[src/rtl/rtad_pkg.sv]
package rtad_pkg;

	// field widths fixed by the item format
	localparam int ACTION_W = 3;
	localparam int CHAR_W   = 8;
	localparam int COUNT_W  = 4;

	// shift-and-add-3 iterations per pipeline stage
	localparam int DABBLE_STEPS = 8;

	// conversion modes
	localparam logic [ACTION_W-1:0] ACT_DEC   = 3'd0;
	localparam logic [ACTION_W-1:0] ACT_OCT   = 3'd1;
	localparam logic [ACTION_W-1:0] ACT_HEX   = 3'd2;
	localparam logic [ACTION_W-1:0] ACT_HEXUP = 3'd3;
	localparam logic [ACTION_W-1:0] ACT_ADDR  = 3'd4;

	// ascii codes
	localparam logic [CHAR_W-1:0] ASCII_ZERO   = 8'h30;
	localparam logic [CHAR_W-1:0] ASCII_X      = 8'h78;
	localparam logic [CHAR_W-1:0] ASCII_LOW_A  = 8'h61;
	localparam logic [CHAR_W-1:0] ASCII_UP_A   = 8'h41;

	// one digit to its ascii character
	function automatic logic [CHAR_W-1:0] digit_char(input logic [3:0] d, input logic upper);
		logic [CHAR_W-1:0] base;
		if (d < 4'd10) begin
			base = ASCII_ZERO;
		end else if (upper) begin
			base = ASCII_UP_A - 8'd10;
		end else begin
			base = ASCII_LOW_A - 8'd10;
		end
		return base + {4'b0000, d};
	endfunction

endpackage

[src/rtl/rtad_in_if.sv]
interface rtad_in_if #(
	parameter int VALUE_BITS = 32
);
	import rtad_pkg::*;

	logic                   valid;
	logic                   ready;
	logic [VALUE_BITS-1:0]  value;
	logic [ACTION_W-1:0]    action;

	modport source (output valid, output value, output action, input ready);
	modport sink   (input valid, input value, input action, output ready);

endinterface

[src/rtl/rtad_out_if.sv]
interface rtad_out_if;
	import rtad_pkg::*;

	logic                valid;
	logic                ready;
	logic [CHAR_W-1:0]   character;
	logic                last;
	logic [COUNT_W-1:0]  char_count;

	modport source (output valid, output character, output last, output char_count,
		input ready);
	modport sink   (input valid, input character, input last, input char_count,
		output ready);

endinterface

[src/rtl/rtad_dabble_stage.sv]
module rtad_dabble_stage #(
	parameter int VB    = 32,
	parameter int DW    = 40,
	parameter int STEPS = 8
) (
	input  logic                             clk,
	input  logic                             arst_n,
	input  logic                             in_valid,
	output logic                             in_ready,
	input  logic [DW-1:0]                    in_bcd,
	input  logic [VB-1:0]                    in_shift,
	input  logic [VB-1:0]                    in_raw,
	input  logic [rtad_pkg::ACTION_W-1:0]    in_action,
	output logic                             out_valid,
	input  logic                             out_ready,
	output logic [DW-1:0]                    out_bcd,
	output logic [VB-1:0]                    out_shift,
	output logic [VB-1:0]                    out_raw,
	output logic [rtad_pkg::ACTION_W-1:0]    out_action
);
	import rtad_pkg::*;

	localparam int ND = DW / 4;

	logic                 valid_s1;
	logic [DW-1:0]        bcd_s1;
	logic [VB-1:0]        shift_s1;
	logic [VB-1:0]        raw_s1;
	logic [ACTION_W-1:0]  action_s1;
	logic [DW-1:0]        bcd_c;
	logic [VB-1:0]        shift_c;

	// double dabble: adjust digits then shift in the next value bit
	always_comb begin
		bcd_c   = in_bcd;
		shift_c = in_shift;
		for (int s = 0; s < STEPS; s++) begin
			for (int j = 0; j < ND; j++) begin
				if (bcd_c[4*j +: 4] >= 4'd5) begin
					bcd_c[4*j +: 4] = bcd_c[4*j +: 4] + 4'd3;
				end
			end
			{bcd_c, shift_c} = {bcd_c[DW-2:0], shift_c, 1'b0};
		end
	end

	assign in_ready = !valid_s1 || out_ready;

	// stage valid
	always_ff @(posedge clk or negedge arst_n) begin
		if (!arst_n) begin
			valid_s1 <= 1'b0;
		end else if (in_ready) begin
			valid_s1 <= in_valid;
		end
	end

	// stage payload
	always_ff @(posedge clk) begin
		if (in_ready && in_valid) begin
			bcd_s1    <= bcd_c;
			shift_s1  <= shift_c;
			raw_s1    <= in_raw;
			action_s1 <= in_action;
		end
	end

	assign out_valid  = valid_s1;
	assign out_bcd    = bcd_s1;
	assign out_shift  = shift_s1;
	assign out_raw    = raw_s1;
	assign out_action = action_s1;

endmodule

[src/rtl/rtad_format.sv]
module rtad_format #(
	parameter int VB = 32,
	parameter int DW = 40,
	parameter int ND = 11
) (
	input  logic                             clk,
	input  logic                             arst_n,
	input  logic                             in_valid,
	output logic                             in_ready,
	input  logic [DW-1:0]                    in_bcd,
	input  logic [VB-1:0]                    in_raw,
	input  logic [rtad_pkg::ACTION_W-1:0]    in_action,
	output logic                             out_valid,
	input  logic                             out_ready,
	output logic [4*ND-1:0]                  out_digits,
	output logic [$clog2(ND)-1:0]            out_msd,
	output logic                             out_upper,
	output logic                             out_prefix,
	output logic [rtad_pkg::COUNT_W-1:0]     out_count
);
	import rtad_pkg::*;

	localparam int IW   = $clog2(ND);
	localparam int DEC  = DW / 4;
	localparam int OCTW = 3 * ND;
	localparam int HEXW = 4 * ND;

	logic                 valid_s1;
	logic [4*ND-1:0]      digits_s1;
	logic [IW-1:0]        msd_s1;
	logic                 upper_s1;
	logic                 prefix_s1;
	logic [COUNT_W-1:0]   count_s1;

	logic [4*ND-1:0]      digits_c;
	logic [IW-1:0]        msd_c;
	logic                 upper_c;
	logic                 prefix_c;
	logic                 is_oct_c;
	logic                 is_hex_c;
	logic [COUNT_W-1:0]   count_c;
	logic [OCTW-1:0]      raw_oct;
	logic [HEXW-1:0]      raw_hex;

	assign raw_oct = OCTW'(in_raw);
	assign raw_hex = HEXW'(in_raw);

	// mode decode, unused codes fall back to decimal
	always_comb begin
		is_oct_c = 1'b0;
		is_hex_c = 1'b0;
		upper_c  = 1'b0;
		prefix_c = 1'b0;
		case (in_action)
			ACT_OCT: is_oct_c = 1'b1;
			ACT_HEX: is_hex_c = 1'b1;
			ACT_HEXUP: begin
				is_hex_c = 1'b1;
				upper_c  = 1'b1;
			end
			ACT_ADDR: begin
				is_hex_c = 1'b1;
				prefix_c = 1'b1;
			end
			default: is_oct_c = 1'b0;
		endcase
	end

	// digit select per radix and most significant nonzero digit search
	always_comb begin
		digits_c = '0;
		msd_c    = '0;
		for (int j = 0; j < ND; j++) begin
			if (is_oct_c) begin
				digits_c[4*j +: 4] = {1'b0, raw_oct[3*j +: 3]};
			end else if (is_hex_c) begin
				digits_c[4*j +: 4] = raw_hex[4*j +: 4];
			end else if (j < DEC) begin
				digits_c[4*j +: 4] = in_bcd[4*j +: 4];
			end
		end
		for (int j = 1; j < ND; j++) begin
			if (digits_c[4*j +: 4] != 4'd0) begin
				msd_c = IW'(j);
			end
		end
	end

	// character total, kept to the field width
	assign count_c = COUNT_W'(msd_c) + 4'd1 + (prefix_c ? 4'd2 : 4'd0);

	assign in_ready = !valid_s1 || out_ready;

	always_ff @(posedge clk or negedge arst_n) begin
		if (!arst_n) begin
			valid_s1 <= 1'b0;
		end else if (in_ready) begin
			valid_s1 <= in_valid;
		end
	end

	always_ff @(posedge clk) begin
		if (in_ready && in_valid) begin
			digits_s1 <= digits_c;
			msd_s1    <= msd_c;
			upper_s1  <= upper_c;
			prefix_s1 <= prefix_c;
			count_s1  <= count_c;
		end
	end

	assign out_valid  = valid_s1;
	assign out_digits = digits_s1;
	assign out_msd    = msd_s1;
	assign out_upper  = upper_s1;
	assign out_prefix = prefix_s1;
	assign out_count  = count_s1;

endmodule

[src/rtl/rtad_serializer.sv]
module rtad_serializer #(
	parameter int ND = 11
) (
	input  logic                             clk,
	input  logic                             arst_n,
	input  logic                             in_valid,
	output logic                             in_ready,
	input  logic [4*ND-1:0]                  in_digits,
	input  logic [$clog2(ND)-1:0]            in_msd,
	input  logic                             in_upper,
	input  logic                             in_prefix,
	input  logic [rtad_pkg::COUNT_W-1:0]     in_count,
	rtad_out_if.source                       result
);
	import rtad_pkg::*;

	localparam int IW = $clog2(ND);

	logic                busy_q;
	logic [1:0]          pfx_q;
	logic [IW-1:0]       idx_q;
	logic [3:0]          digits_q [ND];
	logic                upper_q;
	logic [COUNT_W-1:0]  count_q;
	logic                last_c;
	logic                take_c;

	// current character: prefix first, then digits from the top
	assign last_c = (pfx_q == 2'd0) && (idx_q == '0);
	assign take_c = busy_q && result.ready;

	always_comb begin
		if (pfx_q == 2'd2) begin
			result.character = ASCII_ZERO;
		end else if (pfx_q == 2'd1) begin
			result.character = ASCII_X;
		end else begin
			result.character = digit_char(digits_q[idx_q], upper_q);
		end
	end

	assign result.valid      = busy_q;
	assign result.last       = last_c;
	assign result.char_count = last_c ? count_q : '0;

	// next number loads as the final character of the current one leaves
	assign in_ready = !busy_q || (result.ready && last_c);

	always_ff @(posedge clk or negedge arst_n) begin
		if (!arst_n) begin
			busy_q <= 1'b0;
			pfx_q  <= 2'd0;
			idx_q  <= '0;
		end else if (in_ready) begin
			busy_q <= in_valid;
			if (in_valid) begin
				pfx_q <= in_prefix ? 2'd2 : 2'd0;
				idx_q <= in_msd;
			end
		end else if (take_c) begin
			if (pfx_q != 2'd0) begin
				pfx_q <= pfx_q - 2'd1;
			end else begin
				idx_q <= idx_q - 1'b1;
			end
		end
	end

	always_ff @(posedge clk) begin
		if (in_ready && in_valid) begin
			for (int j = 0; j < ND; j++) begin
				digits_q[j] <= in_digits[4*j +: 4];
			end
			upper_q <= in_upper;
			count_q <= in_count;
		end
	end

	// a number in flight stays until its final character is taken
	assert property (@(posedge clk) disable iff (!arst_n)
		take_c && !last_c |=> busy_q)
		else $error("serializer dropped a number before its last character");

	// prefix characters step down one per transaction
	assert property (@(posedge clk) disable iff (!arst_n)
		take_c && pfx_q != 2'd0 |=> pfx_q == $past(pfx_q) - 2'd1)
		else $error("prefix counter did not step");

	// digit index steps down one per transaction after the prefix
	assert property (@(posedge clk) disable iff (!arst_n)
		take_c && pfx_q == 2'd0 && idx_q != '0 |=> idx_q == $past(idx_q) - 1'b1)
		else $error("digit index did not step");

	// an idle serializer always takes the next number
	assert property (@(posedge clk) disable iff (!arst_n)
		!busy_q |-> in_ready)
		else $error("idle serializer refused a number");

endmodule

[src/rtl/radix_to_ascii_digits_unit.sv]
// pipeline: ceil(VALUE_BITS/8) binary-to-bcd stages, one format stage and the
// character register in front of the result channel
// throughput: one character per cycle while result.ready holds; a number has 1 to 11
// characters at 32 bits, sent one at a time over the single-character result channel
// reset: arst_n clears every stage valid and the serializer busy, prefix and index registers at once
module radix_to_ascii_digits_unit #(
	parameter int VALUE_BITS = 32
) (
	input  logic       clk,
	input  logic       arst_n,
	rtad_in_if.sink    operand,
	rtad_out_if.source result
);
	import rtad_pkg::*;

	localparam int DEC  = (VALUE_BITS * 30103) / 100000 + 1;
	localparam int DW   = 4 * DEC;
	localparam int ND   = (VALUE_BITS + 2) / 3;
	localparam int IW   = $clog2(ND);
	localparam int NSTG = (VALUE_BITS + DABBLE_STEPS - 1) / DABBLE_STEPS;

	logic                 stg_valid  [NSTG+1];
	logic                 stg_ready  [NSTG+1];
	logic [DW-1:0]        stg_bcd    [NSTG+1];
	logic [VALUE_BITS-1:0] stg_shift [NSTG+1];
	logic [VALUE_BITS-1:0] stg_raw   [NSTG+1];
	logic [ACTION_W-1:0]  stg_action [NSTG+1];

	logic                 fmt_valid;
	logic                 fmt_ready;
	logic [4*ND-1:0]      fmt_digits;
	logic [IW-1:0]        fmt_msd;
	logic                 fmt_upper;
	logic                 fmt_prefix;
	logic [COUNT_W-1:0]   fmt_count;

	// input side of the conversion chain
	assign stg_valid[0]  = operand.valid;
	assign operand.ready = stg_ready[0];
	assign stg_bcd[0]    = '0;
	assign stg_shift[0]  = operand.value;
	assign stg_raw[0]    = operand.value;
	assign stg_action[0] = operand.action;

	// binary to bcd, a group of value bits per stage
	for (genvar g = 0; g < NSTG; g++) begin : g_dabble
		localparam int STEPS = (g == NSTG - 1) ?
			(VALUE_BITS - DABBLE_STEPS * (NSTG - 1)) : DABBLE_STEPS;

		rtad_dabble_stage #(
			.VB    (VALUE_BITS),
			.DW    (DW),
			.STEPS (STEPS)
		) u_stage (
			.clk        (clk),
			.arst_n     (arst_n),
			.in_valid   (stg_valid[g]),
			.in_ready   (stg_ready[g]),
			.in_bcd     (stg_bcd[g]),
			.in_shift   (stg_shift[g]),
			.in_raw     (stg_raw[g]),
			.in_action  (stg_action[g]),
			.out_valid  (stg_valid[g+1]),
			.out_ready  (stg_ready[g+1]),
			.out_bcd    (stg_bcd[g+1]),
			.out_shift  (stg_shift[g+1]),
			.out_raw    (stg_raw[g+1]),
			.out_action (stg_action[g+1])
		);
	end

	// digit selection and length
	rtad_format #(
		.VB (VALUE_BITS),
		.DW (DW),
		.ND (ND)
	) u_format (
		.clk        (clk),
		.arst_n     (arst_n),
		.in_valid   (stg_valid[NSTG]),
		.in_ready   (stg_ready[NSTG]),
		.in_bcd     (stg_bcd[NSTG]),
		.in_raw     (stg_raw[NSTG]),
		.in_action  (stg_action[NSTG]),
		.out_valid  (fmt_valid),
		.out_ready  (fmt_ready),
		.out_digits (fmt_digits),
		.out_msd    (fmt_msd),
		.out_upper  (fmt_upper),
		.out_prefix (fmt_prefix),
		.out_count  (fmt_count)
	);

	// one character per transaction
	rtad_serializer #(
		.ND (ND)
	) u_serializer (
		.clk       (clk),
		.arst_n    (arst_n),
		.in_valid  (fmt_valid),
		.in_ready  (fmt_ready),
		.in_digits (fmt_digits),
		.in_msd    (fmt_msd),
		.in_upper  (fmt_upper),
		.in_prefix (fmt_prefix),
		.in_count  (fmt_count),
		.result    (result)
	);

endmodule
[src/flat_wrapper.sv]
// flat-port wrapper written by rule: the top's interface ports become plain ports
module radix_to_ascii_digits_unit_flat import rtad_pkg::*;
#(
	parameter int VALUE_BITS = 32
)
  (clk, arst_n, operand_valid, operand_value, operand_action, operand_ready, result_valid, result_character, result_last, result_char_count, result_ready);
  rtad_in_if #(.VALUE_BITS(VALUE_BITS)) operand_i ();
  rtad_out_if result_i ();
  input  logic clk;
  input  logic arst_n;
  input wire logic [$bits(operand_i.valid)-1:0] operand_valid;
  input wire logic [$bits(operand_i.value)-1:0] operand_value;
  input wire logic [$bits(operand_i.action)-1:0] operand_action;
  output wire logic [$bits(operand_i.ready)-1:0] operand_ready;
  output wire logic [$bits(result_i.valid)-1:0] result_valid;
  output wire logic [$bits(result_i.character)-1:0] result_character;
  output wire logic [$bits(result_i.last)-1:0] result_last;
  output wire logic [$bits(result_i.char_count)-1:0] result_char_count;
  input wire logic [$bits(result_i.ready)-1:0] result_ready;
  assign operand_i.valid = operand_valid;
  assign operand_i.value = operand_value;
  assign operand_i.action = operand_action;
  assign operand_ready = operand_i.ready;
  assign result_valid = result_i.valid;
  assign result_character = result_i.character;
  assign result_last = result_i.last;
  assign result_char_count = result_i.char_count;
  assign result_i.ready = result_ready;
  radix_to_ascii_digits_unit #(.VALUE_BITS(VALUE_BITS)) u_core (.clk(clk), .arst_n(arst_n), .operand(operand_i), .result(result_i));
endmodule
[config.mk]
export PLATFORM = sky130hd
export DESIGN_NAME = radix_to_ascii_digits_unit_flat
export DESIGN_NICKNAME = d
export VERILOG_FILES = /design/src/rtl/rtad_pkg.sv /design/src/rtl/rtad_in_if.sv /design/src/rtl/rtad_out_if.sv /design/src/rtl/rtad_dabble_stage.sv /design/src/rtl/rtad_format.sv /design/src/rtl/rtad_serializer.sv /design/src/rtl/radix_to_ascii_digits_unit.sv /design/src/flat_wrapper.sv
export SDC_FILE = /design/constraint.sdc
export NUM_CORES = 1
export LEC_CHECK = 0
export BUFFER_PORTS_ARGS = -buffer_cell sky130_fd_sc_hd__buf_2
export CAP_MARGIN = 15
export CORE_AREA = 2 2 240 242
export DETAILED_ROUTE_END_ITERATION = 8
export DIE_AREA = 0 0 242 244
export PLACE_DENSITY_LB_ADDON = 0.3
export SLEW_MARGIN = 5
export SYNTH_ARGS = -nofsm -noshare
export SYNTH_HDL_FRONTEND = slang
export SYNTH_SLANG_ARGS = --single-unit
[constraint.sdc]
create_clock -name clk -period 5.99 [get_ports clk]
set_input_delay 0.2995 -clock clk [delete_from_list [all_inputs] [get_ports clk]]
set_output_delay 0.2995 -clock clk [all_outputs]
set_load 0.005 [all_outputs]
==> out/qor.yml, run 1 <==
global_routing:
  grt_max_degree: 56
  globalRouteOverflowTotal: 0
  grt_pass1_wl_mm: 115.3
  gr-usage-all-layers: 0.2258
  grt_antenna_before_repair: 2
  grt_pass1_vias: 25320
run_status:
  violations: "setup timing"
  status: "finished, violations left"
yosys:
  post_syn_area_per_cell_um2: 8.984
  synth.cell_area_um2: 31430
  ys_seq_elements: 349
  synth_common_cells: "sky130_fd_sc_hd__edfxtp_1, sky130_fd_sc_hd__nand2_1, sky130_fd_sc_hd__nor2_1"
  synth.mux.area_fraction: 0.05745
  post_synth_top_area_share: 0.3220
  synth_compound_area_frac: 0.2752
  post_synth_xor_xnor_area: 0.04845
  yosys.cell_count.top_type: "sky130_fd_sc_hd__edfxtp_1"
  combinational_family_with_the_most_area_after_synthesis: "compound AO/OA/AOI/OAI gates"
  post_synth_top_flop: "sky130_fd_sc_hd__edfxtp_1"
  synth_edf_count: 337
  synthesized_area_fraction_occupied_by_and_or_nand_nor_cells: 0.1792
  syn-num-nets: 3688
  netlist_instances: 3498
  ys_warn_count: 0
  synth_seq_area_share: 0.3316
  synth_top_area_cell: "sky130_fd_sc_hd__edfxtp_1"
  synth.top_cells.by_area: "sky130_fd_sc_hd__edfxtp_1, sky130_fd_sc_hd__ha_1, sky130_fd_sc_hd__nand2_1"
  synth_fa_ha_area_frac: 0.06267
  count_of_unique_library_cells_instantiated_by_yosys: 148
  share_of_async_settable_or_async_resettable_flops_after_synthesis: 0.03438
finish:
  finalNonFillerCells: 4815
  n_antenna_cell: 0
  final_core_util: 0.7301
  areaGrowthSynthToFinish_pct: 30.49
  post_route_cells_drive_above_1_share: 0.3481
  fill_cells: 3785
  nets: 4216
sta:
  timing.final.hold_violations: 0
  timing_worst_slew_pin_value_ns: 1.080
  rsz0062_at_grt: "yes"
  max-slew-margin-rel: 0.2769
  maxClockFrequency_mhz: 163.1
  postLayoutSetupSlackWorst_ns: -0.1420
  slew_violations: 0
  report.final.setup_viol: 12
  whs_ns: 0.1338
  final_min_period_over_clock_period: 1.024
  post-route-min-period_ns: 6.132
  fin_skew_ns: 0.01757
worst_setup_path:
  cpMaxStageDelayCell: "sky130_fd_sc_hd__a221o_2"
  cell_depth_of_the_worst_flop_to_flop_path: 31
  critical_path_required_ns: 6.36
  endpoint_kind: "flop"
  critical_path.max_stage_delay_ns: 0.46
  critical_path.max_fanout: 5
  timing.setup.critical_path_class: "reg2reg"
  timing.critical_path.from_type: "flop"
  critical_path.most_common_cell: "sky130_fd_sc_hd__inv_2"
  crit_arrival_ns: 6.51
hold_path:
  worstHoldPathType: "in2async"
die:
  start_util: 0.5595
  core_region_area_um2: 56170
  design.portCount: 54
  chipWidth_um: 242
  row_count: 87
  die-height_um: 244
  floorplan.die_area_um2: 59050
place:
  globalplace.congestion: 0.8510
  dp_hpwl_mm: 49.65
  dp_worst_setup_slack_ns: -0.2049
  count_of_buffers_inserted_at_the_top_level_ports: 52
  dpl.cell_count: 4486
clock_network:
  clockRootBuffer: "sky130_fd_sc_hd__clkbuf_16"
  h-tree-depth: 2
  cts.clk_slew.worst_paths_ns: 0.07
  tritoncts: "done"
  clock_buffers_created_by_tritoncts: 41
  cts-root-to-sink-buffers: 3
  worst_skew_pair.late_latency_ns: 0.59
  clock_sink_count: 349
routing:
  drt_iter0_markers: 2103
  routed-via-count: 29070
  route.detailed.drc: 0
  drt_first_pass_iters: 6
  wl_mm: 79.99
  drt-wirelength-per-cell_um: 16.61
  drt.antenna.violating_nets: 0
  number_of_vias_per_cell: 6.038
flow_run:
  timing.max_cap.violations: 0
[placed cells by master, fill, tap and decap left out, drive strengths merged, types with 32 or more instances in the layout]
master	count
o21ai	277
nand2	319
nor3	111
o22ai	42
a21o	45
buf	562
ha	149
o211ai	58
nand3	74
a211oi	69
o21a	42
xor2	38
xnor2	102
a21oi	259
nor2b	32
mux2i	91
dlygate4sd3	38
inv	239
clkbuf	48
mux2	55
a31oi	77
edfxtp	337
or2	37
nand2b	74
and2	64
nor2	295
[path summary, 6_finish.rpt]
path	from	slack, ns	to
max	u_core.g_dabble[1].u_stage.out_bcd[4]	-0.14	u_core.g_dabble[2].u_stage.out_bcd[10]
min	arst_n	0.13	u_core.u_serializer.idx_q[1]
max reg2reg	u_core.g_dabble[1].u_stage.out_bcd[4]	-0.14	u_core.g_dabble[2].u_stage.out_bcd[10]
min reg2reg	u_core.u_format.out_digits[32]	0.42	u_core.u_serializer.digits_q[8][0]
max in group asynchronous	arst_n	5.62	u_core.g_dabble[1].u_stage.out_valid
min in group clk	u_core.u_format.out_digits[32]	0.42	u_core.u_serializer.digits_q[8][0]
[repair_timing]
| action | 4_1_cts | 5_1_grt |
|---|---|---|
| hold buffers | 38 | 0 |
| buffers inserted | 34 | 177 |
| endpoints found under the hold margin | 49 | 0 |
| gates cloned | 0 | 3 |
| gates resized for setup | 54 | 534 |
| pin swaps | 46 | 249 |
| setup endpoints to repair | 46 | 75 |
[area by class of cell]
class	count	area, µm²	area share
clock buffers	48	1062	0.02590
clock inverters	28	429.2	0.01046
inverters	236	912.1	0.02224
multi-input cells	2798	22660	0.5525
flip-flops and latches	349	10420	0.2541
well taps	756	945.9	0.02307
repair buffers	600	4583	0.1118
[through the flow]
stage / TNS, ns / instance area, µm²
floorplan: -0.01777 / 31850
global placement: -0.04361 / 34770
detailed placement: -2.449 / 34770
CTS: -0.01852 / 37150
global route: -12.12 / 41010
finish: -0.7032 / 41010
[layer usage]
layer	vias to the layer above	track usage	share of wire
met1	13880	0.2993	0.43
met4	2	0.05392	0.028
met5	-	0	0.00014
li1	14250	-	-
met3	172	0.02360	0.043
met2	772	0.3972	0.50
[kinds of logic (layout without fill, tap and decap cells)]
group,Yosys count,count (layout)
xor+xnor,142,143
mux,155,155
compound gates,1200,1200
other cells,1,1
buf+inv,352,912
simple gates,1142,1142
flops,349,349
fa+ha+maj,157,157
[registers in the layout, indices dropped and copies added, names as in the netlist]
signal	flops
u_core.u_serializer.idx_q	4
u_core.u_format.out_valid	1
u_core.g_dabble.u_stage.out_valid	4
u_core.u_format.out_prefix	1
u_core.u_serializer.digits_q	42
u_core.u_serializer.upper_q	1
u_core.u_serializer.count_q	4
u_core.g_dabble.u_stage.out_bcd	100
u_core.u_format.out_digits	42
u_core.u_format.out_msd	4
u_core.g_dabble.u_stage.out_action	12
u_core.u_serializer.pfx_q	2
u_core.g_dabble.u_stage.out_raw	126
u_core.u_serializer.result.valid	1
u_core.u_format.out_count	4
u_core.u_format.out_upper	1
[worst max-delay path, delay by kind of cell (launching register included)]
kind / cells / cell delay (ns)
AOI/OAI and AO/OA: 11 / 2.54
and+or+nand+nor: 6 / 1.03
xor gates and xnor gates: 1 / 0.12
buffers and inverters: 8 / 0.79
adders and majority gates: 5 / 1.03
DFF: 1 / 0.41
Power of run 1 is left out: the tool's default activity adds up to more than one toggle a clock period on the data nets, which glitch-free logic cannot reach.
==> run 2: changes to the inputs <==
--- a/config.mk
+++ b/config.mk
@@ -7,10 +7,11 @@
 export LEC_CHECK = 0
 export BUFFER_PORTS_ARGS = -buffer_cell sky130_fd_sc_hd__buf_2
 export CAP_MARGIN = 15
-export CORE_AREA = 2 2 240 242
+export CORE_AREA = 3 3 241 243
 export DETAILED_ROUTE_END_ITERATION = 8
-export DIE_AREA = 0 0 242 244
+export DIE_AREA = 0 0 244 246
 export PLACE_DENSITY_LB_ADDON = 0.3
+export SETUP_SLACK_MARGIN = 0.5
 export SLEW_MARGIN = 5
 export SYNTH_ARGS = -nofsm -noshare
 export SYNTH_HDL_FRONTEND = slang
==> run 2 against run 1 <==
  * The run still ends with setup timing left
  * Maximum frequency shrank 5.0%
  * Critical path depth shrank 2
  * Hold slack lost 0.095 ns
  * Final cell count grew 3.1%
==> out/qor.yml, run 2 (same netlist as run 1, synthesis figures left out) <==
worst_setup_path:
  timing.rr.end: "u_core.g_dabble[2].u_stage.out_bcd[19]"
  cpMaxStageDelayCell: "sky130_fd_sc_hd__o21ai_0"
  cell_depth_of_the_worst_flop_to_flop_path: 29
  critPathTopFamily: "compound AO/OA/AOI/OAI gates"
  worst_path_buffer_plus_inverter_count: 9
  critical_path_required_ns: 6.35
  worst-r2r-setup-slack_ns: -0.46
  timing.critical_path.from_type: "flop"
  timing.setup.critical_path_class: "reg2reg"
  critical_path.max_stage_delay_ns: 0.66
  endpoint_kind: "flop"
  worst_r2r_startpoint: "u_core.g_dabble[1].u_stage.out_bcd[5]"
  critical_path.max_fanout: 7
  crit_arrival_ns: 6.81
  critical_path.most_common_cell: "sky130_fd_sc_hd__buf_4"
clock_network:
  clock_buffers_created_by_tritoncts: 41
  clockRootBuffer: "sky130_fd_sc_hd__clkbuf_16"
  tritoncts: "done"
  clock_sink_count: 349
  h-tree-depth: 2
  cts.clk_slew.worst_paths_ns: 0.06
  cts-root-to-sink-buffers: 3
  worst_skew_pair.late_latency_ns: 0.60
finish:
  post_route_cells_drive_above_1_share: 0.4243
  nets: 4369
  register_area_um2: 10420
  mostFrequentLayoutCells: "sky130_fd_sc_hd__buf_4, sky130_fd_sc_hd__edfxtp_1, sky130_fd_sc_hd__nand2_1"
  n_antenna_cell: 0
  largest_register_ffs: 126
  layout.cells.most_common: "sky130_fd_sc_hd__buf_4"
  fill_cells: 3071
  areaGrowthSynthToFinish_pct: 40.08
  multi_input_area_um2: 24450
global_routing:
  grt_pass1_vias: 28270
  globalRouteOverflowTotal: 0
  grt_pass1_wl_mm: 133.5
  grt_antenna_before_repair: 1
  grt_max_degree: 75
  gr-usage-all-layers: 0.2585
place:
  globalplace.congestion: 0.8673
  dp_worst_setup_slack_ns: -0.1163
  count_of_buffers_inserted_at_the_top_level_ports: 52
  dp_hpwl_mm: 51.11
routing:
  routed-via-count: 32290
  drt_iter0_markers: 3246
  route.detailed.drc: 0
  drt_first_pass_iters: 8
  drt.antenna.violating_nets: 0
  wl_mm: 101.2
  drt-wirelength-per-cell_um: 20.37
  number_of_vias_per_cell: 6.503
sta:
  whs_ns: 0.03892
  slew_violations: 0
  fin_skew_ns: 0.03325
  maxClockFrequency_mhz: 154.9
  max-slew-margin-rel: 0.2338
  final_min_period_over_clock_period: 1.078
  rsz0062_at_grt: "yes"
  post-route-min-period_ns: 6.455
  timing.final.hold_violations: 0
  report.final.setup_viol: 32
  timing_worst_slew_pin_value_ns: 1.149
  postLayoutSetupSlackWorst_ns: -0.4646
  finalSetupTns_ns: -7.523
hold_path:
  hold_path_end: "u_core.u_serializer.pfx_q[0]"
  worstHoldStart: "result_ready"
  min_delay_path_depth: 3
  worstHoldPathType: "in2reg"
run_status:
  violations: "setup timing"
  status: "finished, violations left"
die:
  chipWidth_um: 244
  floorplan.die_area_um2: 60020
  start_util: 0.5595
  die-height_um: 246
  row_count: 87
  design.portCount: 54
  core_region_area_um2: 56170
flow_run:
  timing.max_cap.violations: 0
run 2: changes by cell type in the layout (fill, tap and decap cells not counted), sizes merged:
cell / before / now
clkinv: 13 / 15
clkbuf: 48 / 47
a31oi: 77 / 78
clkinvlp: 4 / 6
dlygate4sd3: 38 / 37
bufinv: 8 / 7
buf: 562 / 714
inv: 239 / 235
run 2: area by class of cell:
type | count | share of cell area
Clock buffer | 46 | 0.02373
Clock inverter | 27 | 0.008640
Multi-Input combinational cell | 2799 | 0.5555
Inverter | 236 | 0.02137
Timing Repair Buffer | 752 | 0.1326
Tap cell | 756 | 0.02149
Sequential cell | 349 | 0.2367
run 2: worst register-to-register path, delay by kind of cell (launching register included):
kind                     cells  cell delay [ns]
AO/OA/AOI/OAI               14             3.87
XOR/XNOR                     1             0.20
adder cells (fa/ha/maj)      2             0.35
buffers and inverters        9             1.20
flip-flops                   1             0.38
AND/OR/NAND/NOR              3             0.26
run 2: layer usage:
metal	global-route usage	share of wire	up-vias
met4	0.07704	0.059	0
met5	0	0	-
met2	0.4657	0.49	1833
met3	0.02503	0.072	576
li1	-	-	14540
met1	0.3297	0.38	15340
run 2: worst max-delay path by stage:
stage / from / endpoint / slack [ns] / cells past startpoint
detailed placement: u_core.g_dabble[1].u_stage.out_bcd[5] / u_core.g_dabble[2].u_stage.out_bcd[19] / -0.12 / 36
finish: u_core.g_dabble[1].u_stage.out_bcd[5] / u_core.g_dabble[2].u_stage.out_bcd[19] / -0.46 / 29
CTS: u_core.g_dabble[1].u_stage.out_bcd[4] / u_core.g_dabble[2].u_stage.out_bcd[6] / 0.13 / 32
global route: u_core.g_dabble[1].u_stage.out_bcd[4] / u_core.g_dabble[2].u_stage.out_bcd[19] / -0.58 / 29
global placement: u_core.g_dabble[1].u_stage.out_bcd[5] / u_core.g_dabble[2].u_stage.out_bcd[19] / 0.004 / 35
floorplan: u_core.g_dabble[2].u_stage.out_bcd[24] / u_core.g_dabble[3].u_stage.out_bcd[29] / 0.01 / 32
run 2: through the flow:
stage | area (µm²) | instances | util
6_report | 44020 | 4965 | 0.7837
5_1_grt | 44020 | 4965 | 0.7837
4_1_cts | 40920 | 4783 | 0.7285
3_5_place_dp | 35380 | 4393 | 0.6299
3_3_place_gp | 35380 | 4393 | 0.6299
2_1_floorplan | 33210 | 3498 | -
run 2: repair_timing:
action,in CTS,in global routing
hold endpoints to repair,48,0
hold buffers,37,0
gates resized for setup,338,382
buffers inserted,279,179
pin swaps,243,271
cloned,1,2
endpoints found under the setup margin,75,79
Power of run 2 is left out for the same reason.
